### src/tte_pkg.sv
// tte_pkg: shared codes, geometry and result types for the tiled texel encoder
// no dependencies; imported by tte_pack and tiled_texel_encoder
`default_nettype none

package tte_pkg;

  // texture format codes
  localparam logic [3:0] FMT_I4     = 4'd0;
  localparam logic [3:0] FMT_I8     = 4'd1;
  localparam logic [3:0] FMT_IA4    = 4'd2;
  localparam logic [3:0] FMT_IA8    = 4'd3;
  localparam logic [3:0] FMT_RGB565 = 4'd4;
  localparam logic [3:0] FMT_RGB5A3 = 4'd5;
  localparam logic [3:0] FMT_RGBA8  = 4'd6;
  localparam logic [3:0] FMT_CI4    = 4'd8;
  localparam logic [3:0] FMT_CI8    = 4'd9;

  // palette entry format codes
  localparam logic [1:0] PAL_IA8    = 2'd0;
  localparam logic [1:0] PAL_RGB565 = 2'd1;
  localparam logic [1:0] PAL_RGB5A3 = 2'd2;

  // write kinds
  localparam logic [1:0] KIND_HI_NIB = 2'd0;
  localparam logic [1:0] KIND_LO_NIB = 2'd1;
  localparam logic [1:0] KIND_BYTE   = 2'd2;
  localparam logic [1:0] KIND_TWO    = 2'd3;

  // configuration register indexes
  localparam logic [1:0] REG_TEX_FMT = 2'd0;
  localparam logic [1:0] REG_IMG_W   = 2'd1;
  localparam logic [1:0] REG_PAL_FMT = 2'd2;

  localparam int unsigned ImgWBits = 11;

  // tile geometry: 8x8, 8x4, 4x4 of 32 bytes, 4x4 of 64 bytes
  typedef enum logic [1:0] {
    GEO_8X8,
    GEO_8X4,
    GEO_4X4,
    GEO_4X4_64
  } geo_t;

  // packed pixel and its control flags
  typedef struct packed {
    logic [15:0] data;   // first (or only) beat
    logic [15:0] data2;  // green/blue half of rgba8
    logic [1:0]  kind;
    logic        err;
    logic        pair;   // two beats
    logic        pal;    // palette entry address
    geo_t        geo;
  } pack_t;

endpackage

`default_nettype wire

### src/tte_pack.sv
// tte_pack: converts one rgba pixel to its texel or palette encoding
// depends on tte_pkg
`default_nettype none

module tte_pack (
  input  wire logic         func,
  input  wire logic [3:0]   tex_fmt,
  input  wire logic [1:0]   pal_fmt,
  input  wire logic         x_lsb,
  input  wire logic [7:0]   red,
  input  wire logic [7:0]   green,
  input  wire logic [7:0]   blue,
  input  wire logic [7:0]   alpha,
  output tte_pkg::pack_t    pk
);
  import tte_pkg::*;

  logic [15:0] v565;
  logic [15:0] v5a3;
  logic [15:0] via8;

  always_comb begin
    v565 = {red[7:3], green[7:2], blue[7:3]};
    if (alpha == 8'hff) begin
      v5a3 = {1'b1, red[7:3], green[7:3], blue[7:3]};
    end else begin
      v5a3 = {1'b0, alpha[7:5], red[7:4], green[7:4], blue[7:4]};
    end
    via8 = {alpha, red};
  end

  always_comb begin
    pk       = '0;
    pk.geo   = GEO_4X4;
    pk.kind  = KIND_TWO;
    pk.data2 = {green, blue};
    if (func) begin
      pk.pal = 1'b1;
      case (pal_fmt)
        PAL_IA8:    pk.data = via8;
        PAL_RGB565: pk.data = v565;
        PAL_RGB5A3: pk.data = v5a3;
        default: begin
          pk.err  = 1'b1;
          pk.kind = KIND_HI_NIB;
        end
      endcase
    end else begin
      case (tex_fmt)
        FMT_I4, FMT_CI4: begin
          pk.geo  = GEO_8X8;
          pk.kind = x_lsb ? KIND_LO_NIB : KIND_HI_NIB;
          pk.data = (tex_fmt == FMT_I4) ? {12'd0, red[7:4]} : {12'd0, red[3:0]};
        end
        FMT_I8, FMT_CI8: begin
          pk.geo  = GEO_8X4;
          pk.kind = KIND_BYTE;
          pk.data = {8'd0, red};
        end
        FMT_IA4: begin
          pk.geo  = GEO_8X4;
          pk.kind = KIND_BYTE;
          pk.data = {8'd0, alpha[7:4], red[7:4]};
        end
        FMT_IA8:    pk.data = via8;
        FMT_RGB565: pk.data = v565;
        FMT_RGB5A3: pk.data = v5a3;
        FMT_RGBA8: begin
          pk.geo  = GEO_4X4_64;
          pk.data = via8;
          pk.pair = 1'b1;
        end
        default: begin
          pk.err  = 1'b1;
          pk.kind = KIND_HI_NIB;
        end
      endcase
    end
    if (pk.err) begin
      pk.data2 = '0;
    end
  end

endmodule

`default_nettype wire

### src/tiled_texel_encoder.sv
// tiled_texel_encoder: top level, tile address pipeline and output beat control
// depends on tte_pkg and tte_pack
`default_nettype none

// channel  dir  handshake           payload
// in_      in   in_valid/in_stall   func pos_x pos_y palette_slot red green blue alpha
// out_     out  out_valid/out_stall byte_addr write_data write_kind format_error last
// cfg_     in   cfg_valid/cfg_ready index (0 fmt, 1 width, 2 palette fmt) data
//
// one item enters per cycle while in_stall is low, through three register stages:
// stage 1, stage 2, output; rgba8 items hold the output stage for both of two beats
// the multiplier stage (tile row times tiles per row) sets the stage depth
// synchronous reset clears valid bits and config to its defaults (rgb565, width 1024)
// a stalled output freezes the pipeline from the back; empty stages still fill
// the user must make writes only while no item is in flight; the block does not
// enforce this, and the config port is always ready

module tiled_texel_encoder #(
  parameter int unsigned MAX_WIDTH = 1024
) (
  input  wire logic        clk,
  input  wire logic        rst_n,
  // input beats
  input  wire logic        in_valid,
  output logic             in_stall,
  input  wire logic        in_func,
  input  wire logic [9:0]  in_pos_x,
  input  wire logic [9:0]  in_pos_y,
  input  wire logic [7:0]  in_palette_slot,
  input  wire logic [7:0]  in_red,
  input  wire logic [7:0]  in_green,
  input  wire logic [7:0]  in_blue,
  input  wire logic [7:0]  in_alpha,
  // result beats
  output logic             out_valid,
  input  wire logic        out_stall,
  output logic [21:0]      out_byte_addr,
  output logic [15:0]      out_write_data,
  output logic [1:0]       out_write_kind,
  output logic             out_format_error,
  output logic             out_last,
  // configuration writes
  input  wire logic        cfg_valid,
  output logic             cfg_ready,
  input  wire logic [1:0]  cfg_index,
  input  wire logic [10:0] cfg_data
);
  import tte_pkg::*;

  // config registers
  logic [3:0]          tex_fmt_r;
  logic [ImgWBits-1:0] img_w_r;
  logic [1:0]          pal_fmt_r;

  // stage 1: packed pixel and tile coordinates
  logic        s1_v_r, s1_v_nxt;
  pack_t       s1_pk_r;
  logic [7:0]  s1_row_r;
  logic [7:0]  s1_col_r;
  logic [9:0]  s1_tpr_r;
  logic [4:0]  s1_off_r;
  logic [7:0]  s1_slot_r;

  // stage 2: row times tiles per row
  logic        s2_v_r, s2_v_nxt;
  pack_t       s2_pk_r;
  logic [17:0] s2_prod_r;
  logic [7:0]  s2_col_r;
  logic [4:0]  s2_off_r;
  logic [7:0]  s2_slot_r;

  // output stage
  logic        out_v_r, out_v_nxt;
  logic        second_r, second_nxt;
  logic [21:0] addr_r;
  logic [15:0] data_r;
  logic [15:0] data2_r;
  logic [1:0]  kind_r;
  logic        err_r;
  logic        pair_r;

  // stage enables, taken from the back
  logic en_out, en_s2, en_s1;
  logic out_take;

  pack_t                pk;
  logic                 w_over;
  logic [ImgWBits-1:0]  w_eff;
  logic [9:0]           tpr8, tpr4;
  logic [7:0]           row_c, col_c;
  logic [9:0]           tpr_c;
  logic [4:0]           off_c;
  logic [18:0]          tile_c;
  logic [21:0]          addr_c;

  assign cfg_ready = 1'b1;

  always_ff @(posedge clk) begin
    if (!rst_n) begin
      tex_fmt_r <= FMT_RGB565;
      img_w_r   <= ImgWBits'(1024);
      pal_fmt_r <= PAL_IA8;
    end else if (cfg_valid && cfg_ready) begin
      case (cfg_index)
        REG_TEX_FMT: tex_fmt_r <= cfg_data[3:0];
        REG_IMG_W:   img_w_r   <= cfg_data;
        REG_PAL_FMT: pal_fmt_r <= cfg_data[1:0];
        default: ;
      endcase
    end
  end

  tte_pack u_pack (
    .func    (in_func),
    .tex_fmt (tex_fmt_r),
    .pal_fmt (pal_fmt_r),
    .x_lsb   (in_pos_x[0]),
    .red     (in_red),
    .green   (in_green),
    .blue    (in_blue),
    .alpha   (in_alpha),
    .pk      (pk)
  );

  // beat control: output stage frees once its last beat is taken
  always_comb begin
    out_take   = out_v_r && !out_stall;
    en_out     = !out_v_r || (out_take && (!pair_r || second_r));
    en_s2      = !s2_v_r || en_out;
    en_s1      = !s1_v_r || en_s2;
    in_stall   = !en_s1;
    s1_v_nxt   = en_s1 ? in_valid : s1_v_r;
    s2_v_nxt   = en_s2 ? s1_v_r : s2_v_r;
    out_v_nxt  = en_out ? s2_v_r : out_v_r;
    second_nxt = out_take ? (pair_r && !second_r) : second_r;
  end

  // tiles per row from the clamped width
  always_comb begin
    w_over = {2'b00, img_w_r} > 13'(MAX_WIDTH);
    w_eff  = w_over ? ImgWBits'(MAX_WIDTH) : img_w_r;
    tpr8   = 10'(({1'b0, w_eff} + 12'd7) >> 3);
    tpr4   = 10'(({1'b0, w_eff} + 12'd3) >> 2);
  end

  // tile coordinates and place inside the tile
  always_comb begin
    case (pk.geo)
      GEO_8X8: begin
        row_c = {1'b0, in_pos_y[9:3]};
        col_c = {1'b0, in_pos_x[9:3]};
        tpr_c = tpr8;
        off_c = {in_pos_y[2:0], in_pos_x[2:1]};
      end
      GEO_8X4: begin
        row_c = in_pos_y[9:2];
        col_c = {1'b0, in_pos_x[9:3]};
        tpr_c = tpr8;
        off_c = {in_pos_y[1:0], in_pos_x[2:0]};
      end
      default: begin
        row_c = in_pos_y[9:2];
        col_c = in_pos_x[9:2];
        tpr_c = tpr4;
        off_c = {in_pos_y[1:0], in_pos_x[1:0], 1'b0};
      end
    endcase
  end

  always_ff @(posedge clk) begin
    if (!rst_n) begin
      s1_v_r   <= 1'b0;
      s2_v_r   <= 1'b0;
      out_v_r  <= 1'b0;
      second_r <= 1'b0;
    end else begin
      s1_v_r   <= s1_v_nxt;
      s2_v_r   <= s2_v_nxt;
      out_v_r  <= out_v_nxt;
      second_r <= second_nxt;
    end
  end

  always_ff @(posedge clk) begin
    if (en_s1) begin
      s1_pk_r   <= pk;
      s1_row_r  <= row_c;
      s1_col_r  <= col_c;
      s1_tpr_r  <= tpr_c;
      s1_off_r  <= off_c;
      s1_slot_r <= in_palette_slot;
    end
  end

  always_ff @(posedge clk) begin
    if (en_s2) begin
      s2_pk_r   <= s1_pk_r;
      s2_prod_r <= 18'(s1_row_r) * 18'(s1_tpr_r);
      s2_col_r  <= s1_col_r;
      s2_off_r  <= s1_off_r;
      s2_slot_r <= s1_slot_r;
    end
  end

  // tile base is a multiple of the tile size, so the offset goes in by concatenation
  always_comb begin
    tile_c = 19'(s2_prod_r) + 19'(s2_col_r);
    if (s2_pk_r.err) begin
      addr_c = '0;
    end else if (s2_pk_r.pal) begin
      addr_c = 22'({s2_slot_r, 1'b0});
    end else if (s2_pk_r.geo == GEO_4X4_64) begin
      addr_c = 22'({tile_c, 1'b0, s2_off_r});
    end else begin
      addr_c = 22'({tile_c, s2_off_r});
    end
  end

  always_ff @(posedge clk) begin
    if (en_out) begin
      addr_r  <= addr_c;
      data_r  <= s2_pk_r.data;
      data2_r <= s2_pk_r.data2;
      kind_r  <= s2_pk_r.kind;
      err_r   <= s2_pk_r.err;
      pair_r  <= s2_pk_r.pair;
    end
  end

  // second rgba8 beat sits 32 bytes on: bit 5 of a 64-byte tile base is clear
  assign out_valid        = out_v_r;
  assign out_byte_addr    = second_r ? (addr_r | 22'd32) : addr_r;
  assign out_write_data   = second_r ? data2_r : data_r;
  assign out_write_kind   = kind_r;
  assign out_format_error = err_r;
  assign out_last         = !pair_r || second_r;

  // second beat only ever follows a two-beat item in the output stage
  a_second_pair: assert property (@(posedge clk) disable iff (!rst_n)
    second_r |-> (out_v_r && pair_r))
    else $error("second beat without a two-beat item");

  // taking the first beat of a pair leaves the second, final one showing
  a_pair_follows: assert property (@(posedge clk) disable iff (!rst_n)
    (out_take && pair_r && !second_r) |=> (out_v_r && second_r && out_last))
    else $error("second beat of pair lost");

  // error beats carry nothing to write
  a_err_empty: assert property (@(posedge clk) disable iff (!rst_n)
    (out_v_r && err_r) |-> (out_byte_addr == 22'd0 && out_write_data == 16'd0 && out_last))
    else $error("error beat carries data");

  // input stalls only while stage 1, stage 2 and the output stage are all full
  a_stall_full: assert property (@(posedge clk) disable iff (!rst_n)
    in_stall |-> (s1_v_r && s2_v_r && out_v_r))
    else $error("input stalled with room in the pipeline");

endmodule

`default_nettype wire
### config.mk
export PLATFORM = sky130hd
export DESIGN_NAME = tiled_texel_encoder
export DESIGN_NICKNAME = d
export VERILOG_FILES = /design/src/tte_pkg.sv /design/src/tte_pack.sv /design/src/tiled_texel_encoder.sv
export SDC_FILE = /design/constraint.sdc
export NUM_CORES = 1
export LEC_CHECK = 0
export ABC_AREA = 1
export ABC_CLOCK_PERIOD_IN_PS = 4800
export BUFFER_PORTS_ARGS = -buffer_cell sky130_fd_sc_hd__buf_4
export CAP_MARGIN = 25
export CORE_MARGIN = 4
export CORE_UTILIZATION = 30
export DETAILED_ROUTE_END_ITERATION = 8
export GPL_TIMING_DRIVEN = 0
export SLEW_MARGIN = 20
export SYNTH_ARGS = -nofsm -noshare
export SYNTH_HDL_FRONTEND = slang
export SYNTH_HIERARCHICAL = 1
export SYNTH_SLANG_ARGS = --single-unit
### constraint.sdc
create_clock -name clk -period 4.8 [get_ports clk]
set_input_delay 0.24 -clock clk [delete_from_list [all_inputs] [get_ports clk]]
set_output_delay 0.24 -clock clk [all_outputs]
set_load 0.1 [all_outputs]
==> metrics.md <==
| Metric | Value |
|---|---|
| Num ports | `124` |
| Setup TNS | `0 ps` |
| Port Buffers | `121` |
| CTS clock-pin slew for the worst setup and hold paths | `60 ps` |
| Syn avg cell area | `9.20 um^2` |
| Slew @ Worst Pin | `755 ps` |
| Core area | `43,500 um^2` |
| Grt ovf | `0` |
| Chip height | `218 um` |
| RR Endpoint | `s2_prod_r[14]` |
| CP Max Fanout | `8` |
| Max clock buf depth | `3` |
| Largest delay share family, worst path | `adder cells` |
| Initial DRC count | `642` |
| Sequential-to-total area share from yosys stat | `0.513` |
| Final worst path period share | `0.950` |
| Power per cell area | `384 nW/um^2` |
| Initial Util | `0.306` |
| Die W | `218 um` |
| Slowest stage delay, CP | `550 ps` |
| Number of synthesized register bits | `234` |
| Layout cell share with drive strength beyond 1 | `0.147` |
| Final GP Congestion | `0.880` |
| CTS tree | `yes` |
| Rows | `76` |
| Average vias per placed instance | `4.42` |
| Pre-antenna DRT Iters | `6` |
| Worst reg2reg setup slack | `240 ps` |
| Clk_skew | `9.57 ps` |
| Hold WS | `33.2 ps` |
| Cell Area, Synth | `13,300 um^2` |
| Initial antenna violation count | `3` |
| Post-CTS Repair Setup Buffers | `0` |
| Fin. Hold Viols | `0` |
| Vias | `9,836` |
| Cell depth of the worst hold path | `2` |
| Fill cells | `4,393` |
| DRC | `0` |
| CP required | `5100 ps` |
| Hold Path Sink | `s1_pk_r[2]` |
| Area grow syn2layout | `21.6%` |
| Total CTS buffers | `26` |
| Maximum VDD drop | `0.275 mV` |
| CTS resizes | `0` |
| Synth warn | `6` |
| Critical path type | `reg2reg` |
| Yosys cell types | `45` |
| WL/cell | `14.7 um` |
| Mapped Cells | `1,443` |
| Largest net degree at the start of global routing | `61` |
| Layout net count | `1,790` |
| RSZ-0062 raised after global routing | `false` |
| Most used cell, CP | `nand2_1` |
| Final core utilization | `0.372` |
| Post-synth EDFFs | `213` |
| Fmax | `219 MHz` |
| Clk_lat worst skew | `540 ps` |
| Syn Nets | `1,614` |
| Number of routed nets with antenna violations | `0` |
| Rel. slew slack | `0.496` |
| CTS Sinks | `234` |
| Final Max Tran Viols | `0` |
| Vias in the first global route | `9,556` |
| Cell Chain, Critical Path | `clkbuf_1 > nand2_1 > fa_1 > fa_1 > inv_1 > fa_1 > inv_1 > fa_1 > inv_1 > ha_1 > a21o_1 > a21oi_1 > o21ai_1 > nand2_1 > nand2_1 > nand2_1 > nand2_1` |
| Setup violators final | `0` |
| CTS H-Tree Depth | `1` |
| Max-Cap Viols | `0` |
| Reg2Reg Launch Point | `s1_tpr_r[2]` |
| Synth async-reset ratio | `0` |
| Outcome | `finished, final reports clean` |
| CP max stage cell | `fa_1` |
| Top FF cell, synth | `edfxtp_1` |
| Buf/Inv on CP | `4` |
| First-pass GRT wire length | `51,100 um` |
| Worst r2r path cells | `17` |
| Lkg Pwr | `7.89 nW` |
| Hold crit path type | `in2reg` |
| Hold_sp | `in_func` |
| Crit path time final | `4560 ps` |
| Drt total wl | `32,700 um` |
| Root buf cell | `clkbuf_16` |
| Die area | `47,700 um^2` |
| CP Capture Type | `flop` |
| Startpoint types | `flop` |
| GRT Total Usage | `0.134` |
| DP HPWL | `25,100 um` |
| Worst EP arrival | `4860 ps` |
final cells by class:
type / count / area [um^2] / area share
timing repair buffer: 157 / 1310 / 0.0809
tap: 585 / 732 / 0.0453
clock inverter: 18 / 184 / 0.0114
buffer: 60 / 354 / 0.0219
inverter: 240 / 911 / 0.0564
multi-input combinational: 900 / 5180 / 0.321
antenna: 2 / 5.00 / 0.000310
sequential: 234 / 6820 / 0.422
clock buffer: 29 / 662 / 0.0410
metal layers:
metal / GRT usage / vias up / routed length (um)
met5: 0 / - / 13
met4: 0.0367 / 2 / 616
met3: 0.0210 / 47 / 1860
met2: 0.220 / 260 / 15300
met1: 0.184 / 4572 / 14900
li1: - / 4955 / -
cells by family after synthesis:
family,Yosys count,share of synthesized area
xor gates and xnor gates,23,0.0152
buffers and inverters,309,0.0971
other,2,0.000565
and+or+nand+nor,656,0.206
AOI/OAI and AO/OA,127,0.0543
adders and majority gates,92,0.114
DFF,234,0.513
cells in the mapped netlist, types with 4 or more instances:
cell | n | area [um^2]
nand3b_1 | 7 | 52.6
o21ai_0 | 60 | 300
nand3_1 | 111 | 556
a21o_1 | 5 | 37.5
inv_2 | 9 | 33.8
buf_4 | 24 | 180
xor2_1 | 15 | 131
buf_2 | 6 | 30.0
dfxtp_1 | 21 | 420
nand2_2 | 4 | 25.0
nor2_2 | 20 | 125
nor3_1 | 4 | 20.0
edfxtp_1 | 213 | 6400
inv_1 | 228 | 856
nor2_1 | 98 | 368
xnor2_1 | 8 | 70.1
a22oi_1 | 5 | 37.5
fa_1 | 48 | 961
nand2_1 | 403 | 1510
a21oi_1 | 35 | 175
clkbuf_1 | 35 | 131
ha_1 | 44 | 551
layout by cell type (no fill, tap or decap), types with 4 or more instances in the layout:
cell type,instances
xor2_1,15
o21ai_0,60
buf_2,6
clkinv_2,6
clkinv_1,6
nor3_1,4
clkbuf_1,29
fa_1,48
nand3_1,111
clkbuf_16,26
nand3b_1,7
inv_1,227
dfxtp_1,21
dlygate4sd3_1,33
nor2_2,19
buf_4,145
a22oi_1,5
xnor2_1,8
nand2_1,402
a21oi_1,35
nor2_1,98
ha_1,44
nand2_2,5
edfxtp_1,213
inv_2,7
a21o_1,5
state kept, by name, indices dropped and copies added, names as in the netlist, 10 cells and up:
signal and flops:
s2_pk_r 39, img_w_r 11, s2_prod_r 17, s1_pk_r 39, data2_r 16, addr_r 22, data_r 16, s1_tpr_r 10
worst max path at each step:
| stage | startpoint | endpoint | slack (ps) | depth (start not counted) |
|---|---|---|---|---|
| after global routing | s1_tpr_r[4] | s2_prod_r[16] | 10 | 16 |
| final | s1_tpr_r[2] | s2_prod_r[14] | 240 | 17 |
| after detailed placement | s1_row_r[4] | s2_prod_r[14] | 120 | 17 |
| after global placement | second_r | s1_pk_r[15] | -240 | 11 |
| after CTS | s1_row_r[4] | s2_prod_r[14] | 90 | 17 |
| after floorplan | out_valid | s1_col_r[0] | 60 | 7 |
per-stage QoR:
stage / cell area, um^2 / std cells / total power, mW / setup slack [ps]
final: 16200 / 2225 / 6.21 / 240
after global routing: 16200 / 2224 / 6.54 / 14.6
after CTS: 16200 / 2232 / 6.28 / 91.1
after detailed placement: 15000 / 2152 / 4.28 / 120
after global placement: 14900 / 2149 / 4.27 / -235
after floorplan: 13300 / 1443 / 3.85 / 55.6
repair_timing:
item / in CTS / in global routing
hold buffers: 33 / 0
endpoints found under the setup margin: 0 / 2
endpoints found under the hold margin: 41 / 0
report_power, final:
group	internal, mW	switching, mW
sequential	2.51	0.118
combinational	0.486	1.14
clock	1.16	0.793
total	4.16	2.05
No activity file was read; power rests on OpenSTA's default activity.
